### config.mk
export PLATFORM = sky130hd
export DESIGN_NAME = nfa_regex_match_engine_core
export DESIGN_NICKNAME = d
export VERILOG_FILES = /design/src/design/nfare_pkg.sv /design/src/design/nfare_engine.sv /design/src/design/nfa_regex_match_engine_core.sv
export SDC_FILE = /design/constraint.sdc
export NUM_CORES = 2
export LEC_CHECK = 0
export BUFFER_PORTS_ARGS = -buffer_cell sky130_fd_sc_hd__buf_4
export CORE_ASPECT_RATIO = 0.7
export CORE_MARGIN = 2
export CORE_UTILIZATION = 50
export DETAILED_ROUTE_END_ITERATION = 8
export GPL_TIMING_DRIVEN = 1
export HOLD_SLACK_MARGIN = 0.1
export PLACE_DENSITY = 0.62
export SYNTH_ARGS = -nofsm -noshare
export SYNTH_HDL_FRONTEND = slang
export SYNTH_SLANG_ARGS = --single-unit
export TNS_END_PERCENT = 30
### constraint.sdc
create_clock -name aclk -period 15.33 [get_ports aclk]
set_input_delay 1.533 -clock aclk [delete_from_list [all_inputs] [get_ports aclk]]
set_output_delay 1.533 -clock aclk [all_outputs]
set_load 0.01 [all_outputs]
### src/design/nfare_pkg.sv
// ----------------------------------------------------------------------------
// nfare_pkg
// Shared types and constants for the Thompson NFA match engine: table entry
// layout, label codes, operation codes and stream packing offsets.
// ----------------------------------------------------------------------------
package nfare_pkg;

    // table geometry
    localparam int NUM_STATES = 64;
    localparam int IDX_W      = $clog2(NUM_STATES);
    localparam int LINK_W     = 7;
    localparam int LABEL_W    = 9;
    localparam int CHAR_W     = 8;
    localparam int CNT_W      = 7;
    localparam int SP_W       = IDX_W + 1;

    typedef logic [IDX_W-1:0]   idx_t;
    typedef logic [LINK_W-1:0]  link_t;
    typedef logic [LABEL_W-1:0] label_t;
    typedef logic [CHAR_W-1:0]  char_t;
    typedef logic [CNT_W-1:0]   cnt_t;
    typedef logic [SP_W-1:0]    sp_t;

    // label codes above the byte range
    localparam label_t LBL_MATCH  = label_t'(256);
    localparam label_t LBL_BRANCH = label_t'(257);

    // operation codes
    typedef logic [1:0] op_t;
    localparam op_t OP_WRITE = 2'd0;
    localparam op_t OP_BEGIN = 2'd1;
    localparam op_t OP_CHAR  = 2'd2;

    // one table entry
    typedef struct packed {
        label_t label;
        link_t  nxt;
        link_t  br;
    } entry_t;

    // one input item
    typedef struct packed {
        op_t    op;
        idx_t   idx;
        label_t label;
        link_t  nxt;
        link_t  br;
        char_t  ch;
    } req_t;

    // one result item
    typedef struct packed {
        logic matched;
        cnt_t count;
    } res_t;

    // stream packing, lowest field first
    localparam int TD_IDX_LO = 0;
    localparam int TD_LBL_LO = TD_IDX_LO + IDX_W;
    localparam int TD_NXT_LO = TD_LBL_LO + LABEL_W;
    localparam int TD_BR_LO  = TD_NXT_LO + LINK_W;
    localparam int TD_CH_LO  = TD_BR_LO + LINK_W;
    localparam int S_TDATA_W = ((TD_CH_LO + CHAR_W + 7) / 8) * 8;
    localparam int M_TDATA_W = ((1 + CNT_W + 7) / 8) * 8;

    // a link names an entry only when it is below the table depth
    function automatic logic link_ok(link_t l);
        return l < LINK_W'(NUM_STATES);
    endfunction

endpackage

### src/design/nfare_engine.sv
// ----------------------------------------------------------------------------
// nfare_engine
// Table memory, work stack memory and the sequencer that scans the active
// set and walks the epsilon closure one entry at a time.
// ----------------------------------------------------------------------------
module nfare_engine (
    input  logic                  aclk,
    input  logic                  aresetn,
    input  logic                  in_valid,
    output logic                  in_ready,
    input  nfare_pkg::req_t       in_req,
    input  nfare_pkg::idx_t       start_state,
    output logic                  res_valid,
    output nfare_pkg::res_t       res,
    input  logic                  res_take
);
    import nfare_pkg::*;

    typedef enum logic [7:0] {
        ST_IDLE = 8'b0000_0001,
        ST_WR   = 8'b0000_0010,
        ST_SCAN = 8'b0000_0100,
        ST_POP  = 8'b0000_1000,
        ST_ADDR = 8'b0001_0000,
        ST_EVAL = 8'b0010_0000,
        ST_FIN  = 8'b0100_0000,
        ST_DONE = 8'b1000_0000
    } state_t;

    localparam logic [NUM_STATES-1:0] SET_ONE = {{(NUM_STATES-1){1'b0}}, 1'b1};

    state_t               state_reg, state_next;
    req_t                 req_reg, req_next;
    logic [NUM_STATES-1:0] active_reg, active_next;
    logic [NUM_STATES-1:0] pending_reg, pending_next;
    logic [NUM_STATES-1:0] visited_reg, visited_next;
    cnt_t                 cnt_reg, cnt_next;
    cnt_t                 mcnt_reg, mcnt_next;
    cnt_t                 pcnt_reg, pcnt_next;
    cnt_t                 pmcnt_reg, pmcnt_next;
    sp_t                  i_reg, i_next;
    logic                 rd_vld_reg, rd_vld_next;
    idx_t                 rd_idx_reg, rd_idx_next;
    idx_t                 cur_reg, cur_next;
    sp_t                  sp_reg, sp_next;

    // table memory
    entry_t tab_mem [NUM_STATES];
    entry_t tab_q;
    entry_t tab_wd;
    idx_t   tab_wa, tab_ra;
    logic   tab_we;

    // work stack memory
    idx_t   stk_mem [NUM_STATES];
    idx_t   stk_q, stk_wd, stk_ra;
    logic   stk_we;

    // decode of the entry that was read last cycle
    entry_t new_ent;
    idx_t   nxt_idx, br_idx;
    logic   a_ok, b_ok, scan_hit;
    sp_t    sp_dec;

    always_ff @(posedge aclk) begin
        if (tab_we) begin
            tab_mem[tab_wa] <= tab_wd;
        end
        tab_q <= tab_mem[tab_ra];
    end

    always_ff @(posedge aclk) begin
        if (stk_we) begin
            stk_mem[sp_reg[IDX_W-1:0]] <= stk_wd;
        end
        stk_q <= stk_mem[stk_ra];
    end

    assign new_ent  = '{label: req_reg.label, nxt: req_reg.nxt, br: req_reg.br};
    assign nxt_idx  = tab_q.nxt[IDX_W-1:0];
    assign br_idx   = tab_q.br[IDX_W-1:0];
    assign a_ok     = link_ok(tab_q.nxt) && !visited_reg[nxt_idx];
    assign b_ok     = link_ok(tab_q.br) && !visited_reg[br_idx]
                      && !(a_ok && (tab_q.br == tab_q.nxt));
    assign scan_hit = rd_vld_reg && active_reg[rd_idx_reg]
                      && (tab_q.label == {1'b0, req_reg.ch})
                      && link_ok(tab_q.nxt) && !visited_reg[nxt_idx];
    assign sp_dec   = sp_reg - SP_W'(1);

    assign in_ready  = (state_reg == ST_IDLE);
    assign res_valid = (state_reg == ST_DONE);
    assign res.matched = (mcnt_reg != '0);
    assign res.count   = cnt_reg;

    // sequencer
    always_comb begin
        state_next   = state_reg;
        req_next     = req_reg;
        active_next  = active_reg;
        pending_next = pending_reg;
        visited_next = visited_reg;
        cnt_next     = cnt_reg;
        mcnt_next    = mcnt_reg;
        pcnt_next    = pcnt_reg;
        pmcnt_next   = pmcnt_reg;
        i_next       = i_reg;
        rd_vld_next  = 1'b0;
        rd_idx_next  = rd_idx_reg;
        cur_next     = cur_reg;
        sp_next      = sp_reg;
        tab_we       = 1'b0;
        tab_wa       = req_reg.idx;
        tab_wd       = new_ent;
        tab_ra       = cur_reg;
        stk_we       = 1'b0;
        stk_wd       = br_idx;
        stk_ra       = sp_dec[IDX_W-1:0];

        case (state_reg)
            ST_IDLE: begin
                if (in_valid) begin
                    req_next = in_req;
                    case (in_req.op)
                        OP_WRITE: begin
                            tab_ra     = in_req.idx;
                            state_next = ST_WR;
                        end
                        OP_BEGIN: begin
                            visited_next = SET_ONE << start_state;
                            pending_next = '0;
                            pcnt_next    = '0;
                            pmcnt_next   = '0;
                            sp_next      = '0;
                            cur_next     = start_state;
                            tab_ra       = start_state;
                            state_next   = ST_EVAL;
                        end
                        OP_CHAR: begin
                            visited_next = '0;
                            pending_next = '0;
                            pcnt_next    = '0;
                            pmcnt_next   = '0;
                            sp_next      = '0;
                            i_next       = '0;
                            state_next   = ST_SCAN;
                        end
                        default: begin
                            state_next = ST_DONE;
                        end
                    endcase
                end
            end

            // read old entry last cycle, now write and fix the live counts
            ST_WR: begin
                tab_we = 1'b1;
                if (active_reg[req_reg.idx]) begin
                    cnt_next = cnt_reg
                               - CNT_W'(tab_q.label != LBL_BRANCH)
                               + CNT_W'(req_reg.label != LBL_BRANCH);
                    mcnt_next = mcnt_reg
                                - CNT_W'(tab_q.label == LBL_MATCH)
                                + CNT_W'(req_reg.label == LBL_MATCH);
                end
                state_next = ST_DONE;
            end

            // one table read a cycle, seeds go onto the stack
            ST_SCAN: begin
                if (i_reg != SP_W'(NUM_STATES)) begin
                    tab_ra      = i_reg[IDX_W-1:0];
                    rd_idx_next = i_reg[IDX_W-1:0];
                    rd_vld_next = 1'b1;
                    i_next      = i_reg + SP_W'(1);
                end
                if (scan_hit) begin
                    stk_we                = 1'b1;
                    stk_wd                = nxt_idx;
                    sp_next               = sp_reg + SP_W'(1);
                    visited_next[nxt_idx] = 1'b1;
                end
                if ((i_reg == SP_W'(NUM_STATES)) && !rd_vld_reg) begin
                    state_next = ST_POP;
                end
            end

            ST_POP: begin
                if (sp_reg == '0) begin
                    state_next = ST_FIN;
                end else begin
                    sp_next    = sp_dec;
                    state_next = ST_ADDR;
                end
            end

            ST_ADDR: begin
                cur_next   = stk_q;
                tab_ra     = stk_q;
                state_next = ST_EVAL;
            end

            // expand a branch entry or record a plain one
            ST_EVAL: begin
                if (tab_q.label == LBL_BRANCH) begin
                    if (a_ok) begin
                        visited_next[nxt_idx] = 1'b1;
                        cur_next              = nxt_idx;
                        tab_ra                = nxt_idx;
                        if (b_ok) begin
                            visited_next[br_idx] = 1'b1;
                            stk_we               = 1'b1;
                            sp_next              = sp_reg + SP_W'(1);
                        end
                    end else if (b_ok) begin
                        visited_next[br_idx] = 1'b1;
                        cur_next             = br_idx;
                        tab_ra               = br_idx;
                    end else if (sp_reg == '0) begin
                        state_next = ST_FIN;
                    end else begin
                        sp_next    = sp_dec;
                        state_next = ST_ADDR;
                    end
                end else begin
                    pending_next[cur_reg] = 1'b1;
                    pcnt_next             = pcnt_reg + CNT_W'(1);
                    if (tab_q.label == LBL_MATCH) begin
                        pmcnt_next = pmcnt_reg + CNT_W'(1);
                    end
                    if (sp_reg == '0) begin
                        state_next = ST_FIN;
                    end else begin
                        sp_next    = sp_dec;
                        state_next = ST_ADDR;
                    end
                end
            end

            ST_FIN: begin
                active_next = pending_reg;
                cnt_next    = pcnt_reg;
                mcnt_next   = pmcnt_reg;
                state_next  = ST_DONE;
            end

            ST_DONE: begin
                if (res_take) begin
                    state_next = ST_IDLE;
                end
            end

            default: begin
                state_next = ST_IDLE;
            end
        endcase
    end

    // control state
    always_ff @(posedge aclk) begin
        if (!aresetn) begin
            state_reg   <= ST_IDLE;
            active_reg  <= '0;
            pending_reg <= '0;
            visited_reg <= '0;
            cnt_reg     <= '0;
            mcnt_reg    <= '0;
            pcnt_reg    <= '0;
            pmcnt_reg   <= '0;
            i_reg       <= '0;
            rd_vld_reg  <= 1'b0;
            sp_reg      <= '0;
        end else begin
            state_reg   <= state_next;
            active_reg  <= active_next;
            pending_reg <= pending_next;
            visited_reg <= visited_next;
            cnt_reg     <= cnt_next;
            mcnt_reg    <= mcnt_next;
            pcnt_reg    <= pcnt_next;
            pmcnt_reg   <= pmcnt_next;
            i_reg       <= i_next;
            rd_vld_reg  <= rd_vld_next;
            sp_reg      <= sp_next;
        end
    end

    // payload
    always_ff @(posedge aclk) begin
        req_reg    <= req_next;
        rd_idx_reg <= rd_idx_next;
        cur_reg    <= cur_next;
    end

    // each entry enters the stack at most once
    a_sp_bound: assert property (@(posedge aclk) disable iff (!aresetn)
        sp_reg <= SP_W'(NUM_STATES))
        else $error("work stack deeper than the table");

    // only visited entries can become pending
    a_pend_visited: assert property (@(posedge aclk) disable iff (!aresetn)
        (pending_reg & ~visited_reg) == '0)
        else $error("pending entry not marked visited");

    // running count tracks the pending set
    a_pcnt: assert property (@(posedge aclk) disable iff (!aresetn)
        $countones(pending_reg) == int'(pcnt_reg))
        else $error("pending count out of step");

    // commit copies the pending set and the pending count
    a_commit: assert property (@(posedge aclk) disable iff (!aresetn)
        state_reg == ST_FIN |=> (active_reg == $past(pending_reg))
                                && (cnt_reg == $past(pcnt_reg)))
        else $error("active set not committed");

endmodule

### src/design/nfa_regex_match_engine_core.sv
// ----------------------------------------------------------------------------
// nfa_regex_match_engine_core
// Thompson NFA simulation over a 64-entry state table, with a streaming item
// input, a streaming result output and one start-entry register.
// ----------------------------------------------------------------------------
//  channel   direction  handshake            payload
//  s_*       in         s_tvalid / s_tready  s_tuser op, s_tdata entry / char
//  m_*       out        m_tvalid / m_tready  m_tdata matched, active count
//  cfg_*     in         cfg_we               cfg_wdata start entry index
//
//  one item at a time; s_tready is high only while the sequencer is idle
//  write: read old entry, write back, result
//  begin: evaluate the start entry and each entry reached in the closure
//  char: scan of the whole table, then each closure entry; the single
//  table read port sets the pace
//  result sits in an output register; a stalled m_tready holds the engine
//  after it finishes, not while it works. reset clears all sets and counts
// ----------------------------------------------------------------------------
module nfa_regex_match_engine_core (
    input  logic                            aclk,
    input  logic                            aresetn,
    input  logic                            s_tvalid,
    output logic                            s_tready,
    // [5:0] entry_index, [14:6] entry_label, [21:15] entry_next,
    // [28:22] entry_branch, [36:29] text_char, rest zero
    input  logic [nfare_pkg::S_TDATA_W-1:0] s_tdata,
    // [1:0] operation
    input  logic [1:0]                      s_tuser,
    output logic                            m_tvalid,
    input  logic                            m_tready,
    // [0] matched, [7:1] active_count
    output logic [nfare_pkg::M_TDATA_W-1:0] m_tdata,
    input  logic                            cfg_we,
    input  logic [nfare_pkg::IDX_W-1:0]     cfg_wdata
);
    import nfare_pkg::*;

    idx_t start_reg;
    logic m_tvalid_reg, m_tvalid_next;
    logic [M_TDATA_W-1:0] m_tdata_reg, m_tdata_next;
    req_t in_req;
    res_t res;
    logic res_valid, res_take;

    // unpack the input item
    assign in_req.op    = s_tuser;
    assign in_req.idx   = s_tdata[TD_IDX_LO +: IDX_W];
    assign in_req.label = s_tdata[TD_LBL_LO +: LABEL_W];
    assign in_req.nxt   = s_tdata[TD_NXT_LO +: LINK_W];
    assign in_req.br    = s_tdata[TD_BR_LO +: LINK_W];
    assign in_req.ch    = s_tdata[TD_CH_LO +: CHAR_W];

    nfare_engine u_engine (
        .aclk        (aclk),
        .aresetn     (aresetn),
        .in_valid    (s_tvalid),
        .in_ready    (s_tready),
        .in_req      (in_req),
        .start_state (start_reg),
        .res_valid   (res_valid),
        .res         (res),
        .res_take    (res_take)
    );

    // start entry register
    always_ff @(posedge aclk) begin
        if (!aresetn) begin
            start_reg <= '0;
        end else if (cfg_we) begin
            start_reg <= cfg_wdata;
        end
    end

    // output register
    assign res_take = res_valid && (!m_tvalid_reg || m_tready);

    always_comb begin
        m_tvalid_next = m_tvalid_reg;
        m_tdata_next  = m_tdata_reg;
        if (m_tvalid_reg && m_tready) begin
            m_tvalid_next = 1'b0;
        end
        if (res_take) begin
            m_tvalid_next = 1'b1;
            m_tdata_next  = M_TDATA_W'({res.count, res.matched});
        end
    end

    always_ff @(posedge aclk) begin
        if (!aresetn) begin
            m_tvalid_reg <= 1'b0;
        end else begin
            m_tvalid_reg <= m_tvalid_next;
        end
    end

    always_ff @(posedge aclk) begin
        m_tdata_reg <= m_tdata_next;
    end

    assign m_tvalid = m_tvalid_reg;
    assign m_tdata  = m_tdata_reg;

endmodule
==> qor.txt <==
combinational share of power: 0.238
IO Count: 63
number of global-route vias before repair: 54,034
Max Slew Vio Count: 0
Pre-Repair DR Iteration Count: 6
gp weighted congestion: 0.9262
Clock power frac: 0.315
CP Capture Type: register
fin crit period: 8058 ps
max reg flops: 1,472
first-pass GRT wire length: 375,700 um
Post-synth ARST share: 0
Resize count post-CTS: 0
Peak Freq: 124.1 MHz
initial antenna violation count: 6
worst-case hold slack: 455.5 ps
# setup viols final: 0
peak supply drop: 140.3 uV
DR vias/cell: 6.418
Setup Crit Path Kind: register to register
Post-Syn Area per Cell: 13.81 um2
Initial Util: 0.5045
met3 routed WL: 33,850 um
number of synthesis warnings: 0
number of diodes: 0
Finished Layout Cells: 9,089
CP Data Arrival Time: 8780 ps
cell taking the most area after synthesis: edfxtp_1
Max Cap Viol: 0
Reg area: 63,040 um2
post-CTS setup repair buffer count: 0
Reg clk slew, reported paths: 70 ps
synth top area cells: edfxtp_1, dfxtp_1, mux4_2
Pleak: 32.96 nW
Metal-1 WL: 114,100 um
Hold-fix buffers, CTS: 0
layout cell share with drive strength beyond 1: 0.1315
core area: 179,900 um2
DP HPWL: 153,600 um
area grow syn2layout: 10.62%
Total GRT Usage: 0.2757
count of final hold-check violations: 0
post-synthesis adder-cell area fraction: 0.004439
Startpoint Class: register
Clock Latency Late Sink: 860 ps
XOR/XNOR share of the synthesized area: 0.004728
TritonCTS clock tree: yes
via count of the routed design: 58,334
largest net degree at the start of global routing: 142
cell area after synthesis: 90,760 um2
Internal: 10.44 mW
largest family of logic cells by synthesized area: compound AO/OA/AOI/OAI gates
synth unique cells: 85
Tot Pwr: 15.52 mW
sw frac: 0.3269
Net Sw Power: 5.072 mW
final WL: 260,100 um
Compound-Gate Fraction of Synth Area: 0.1080
CP Data Required Time: 16,050 ps
FILL cells: 14,434
skew final: 42.34 ps
status: finished clean
CTS buffer count: 201
Worst Tran Pin Value: 1422 ps
CTS Sinks: 2,192
post-synthesis mux area share: 0.06986
Layout Nets: 6,636
DR iter-0 viols: 9,385
final worst slack: 7272 ps
most frequently used cell type in the post-synthesis netlist: edfxtp_1
root buffer cell: clkbuf_16
Post-synth EDFFs: 1,913
top_reg_cell synth: edfxtp_1
part of the power in registers: 0.447
Seq/Total Area, Yosys: 0.6944
period utilization: 0.5257
setup slack, reg-to-reg: 7270 ps
Avg WL per Cell: 28.62 um
worst-path maximum fanout: 68
setup TNS: 0 ps
FP Rows: 130
Die Y: 360.5 um
pwr dens: 154.5 nW/um2
WL met2: 105,100 um
Multi-input gate area: 26,020 um2
post-route ant nets: 0
top cell type's share of synthesized area: 0.6329
RSZ-0062 raised after global routing: false
Biggest register: u_engine.tab_mem
Port-buffer cells: 59
cell count after synthesis: 6,574
Cell Count Post-Placement: 8,725
Place WS: 7750 ps
Hold Crit Class: register to register
worst rel slew slack: 0.03933
Clock Path Buffers: 3
Yosys reg bits: 2,192
synthesized net count: 6,658
CTS H-tree depth: 4
drc violations: 0
Simple-Gate Fraction of Synth Area: 0.09466
DR top layer: met5
grt ovf: 0
most frequent cells after synthesis: edfxtp_1, nand2_1, nor2_1
full die area: 185,000 um2
Die W: 513.2 um
power by group through the flow:
stage,logic (mW),registers [mW],clock network (mW)
floorplan,2.11,7.06,0
global placement,3.53,7.05,0
detailed placement,3.58,7.06,0
CTS,3.59,6.93,4.94
global route,3.89,6.94,5.17
finish,3.69,6.94,4.88
placed cells by master, fill, tap and decap left out, types with 62 or more instances in the layout:
cell type | netlist | routed
a22oi_1 | 117 | 117
nor2_1 | 608 | 541
a221oi_1 | 187 | 187
mux4_2 | 195 | 195
o21ai_0 | 92 | 89
a21oi_1 | 423 | 422
a21boi_0 | 77 | 76
nor2_2 | 2 | 62
mux2i_1 | 155 | 155
clkbuf_16 | 0 | 204
nand3_1 | 196 | 196
edfxtp_1 | 1913 | 1913
dfxtp_1 | 279 | 276
buf_4 | 11 | 247
a32oi_1 | 92 | 92
nand2_1 | 941 | 940
cells by family after synthesis:
logic type	Yosys count
compound gates	1387
xor+xnor	49
fa+ha+maj	31
buf+inv	516
flops	2192
mux	385
simple gates	2014
worst max-delay path, stage by stage, from the launching register on:
cell and delay (ps):
dfxtp_1 540, nor3b_2 1080, nand3b_1 350, nand4_1 290
a211oi_1 120, nand4_1 830, o21ai_0 400, o21ai_4 640
buf_4 690, buf_4 810, buf_4 620, a32oi_1 180
a221oi_1 410, nand3_1 430, o22a_1 370
stage by stage:
| step | utilization | cell area, um2 |
|---|---|---|
| final | 0.5581 | 100400 |
| after global routing | 0.5581 | 100400 |
| after detailed placement | 0.5232 | 94120 |
| after CTS | 0.5581 | 100400 |
| after floorplan | - | 90760 |
| after global placement | 0.5232 | 94120 |
layout make-up:
class | instances | area share
inverters | 39 | 0.001458
flip-flops and latches | 2192 | 0.6278
well taps | 2376 | 0.02961
clock inverters | 93 | 0.008250
clock buffers | 271 | 0.05425
repair buffers | 252 | 0.01947
multi-input cells | 3866 | 0.2591
path summary, 6_finish.rpt:
| kind | from | to | cells after the start |
|---|---|---|---|
| worst min-delay path | u_engine.cnt_reg[0] | m_tdata[1] | 0 |
| worst max register to register | u_engine.nxt_idx[4] | u_engine.tab_q[19] | 14 |
| worst min register to register | u_engine.cnt_reg[0] | m_tdata[1] | 0 |
| worst max-delay path | u_engine.nxt_idx[4] | u_engine.tab_q[19] | 14 |
routing by layer:
| layer | vias up | GRT usage |
|---|---|---|
| met3 | 416 | 0.07543 |
| li1 | 25177 | - |
| met5 | - | 0 |
| met2 | 3303 | 0.3677 |
| met4 | 4 | 0.07652 |
| met1 | 29434 | 0.4375 |
(Power assumes the default switching activity.)
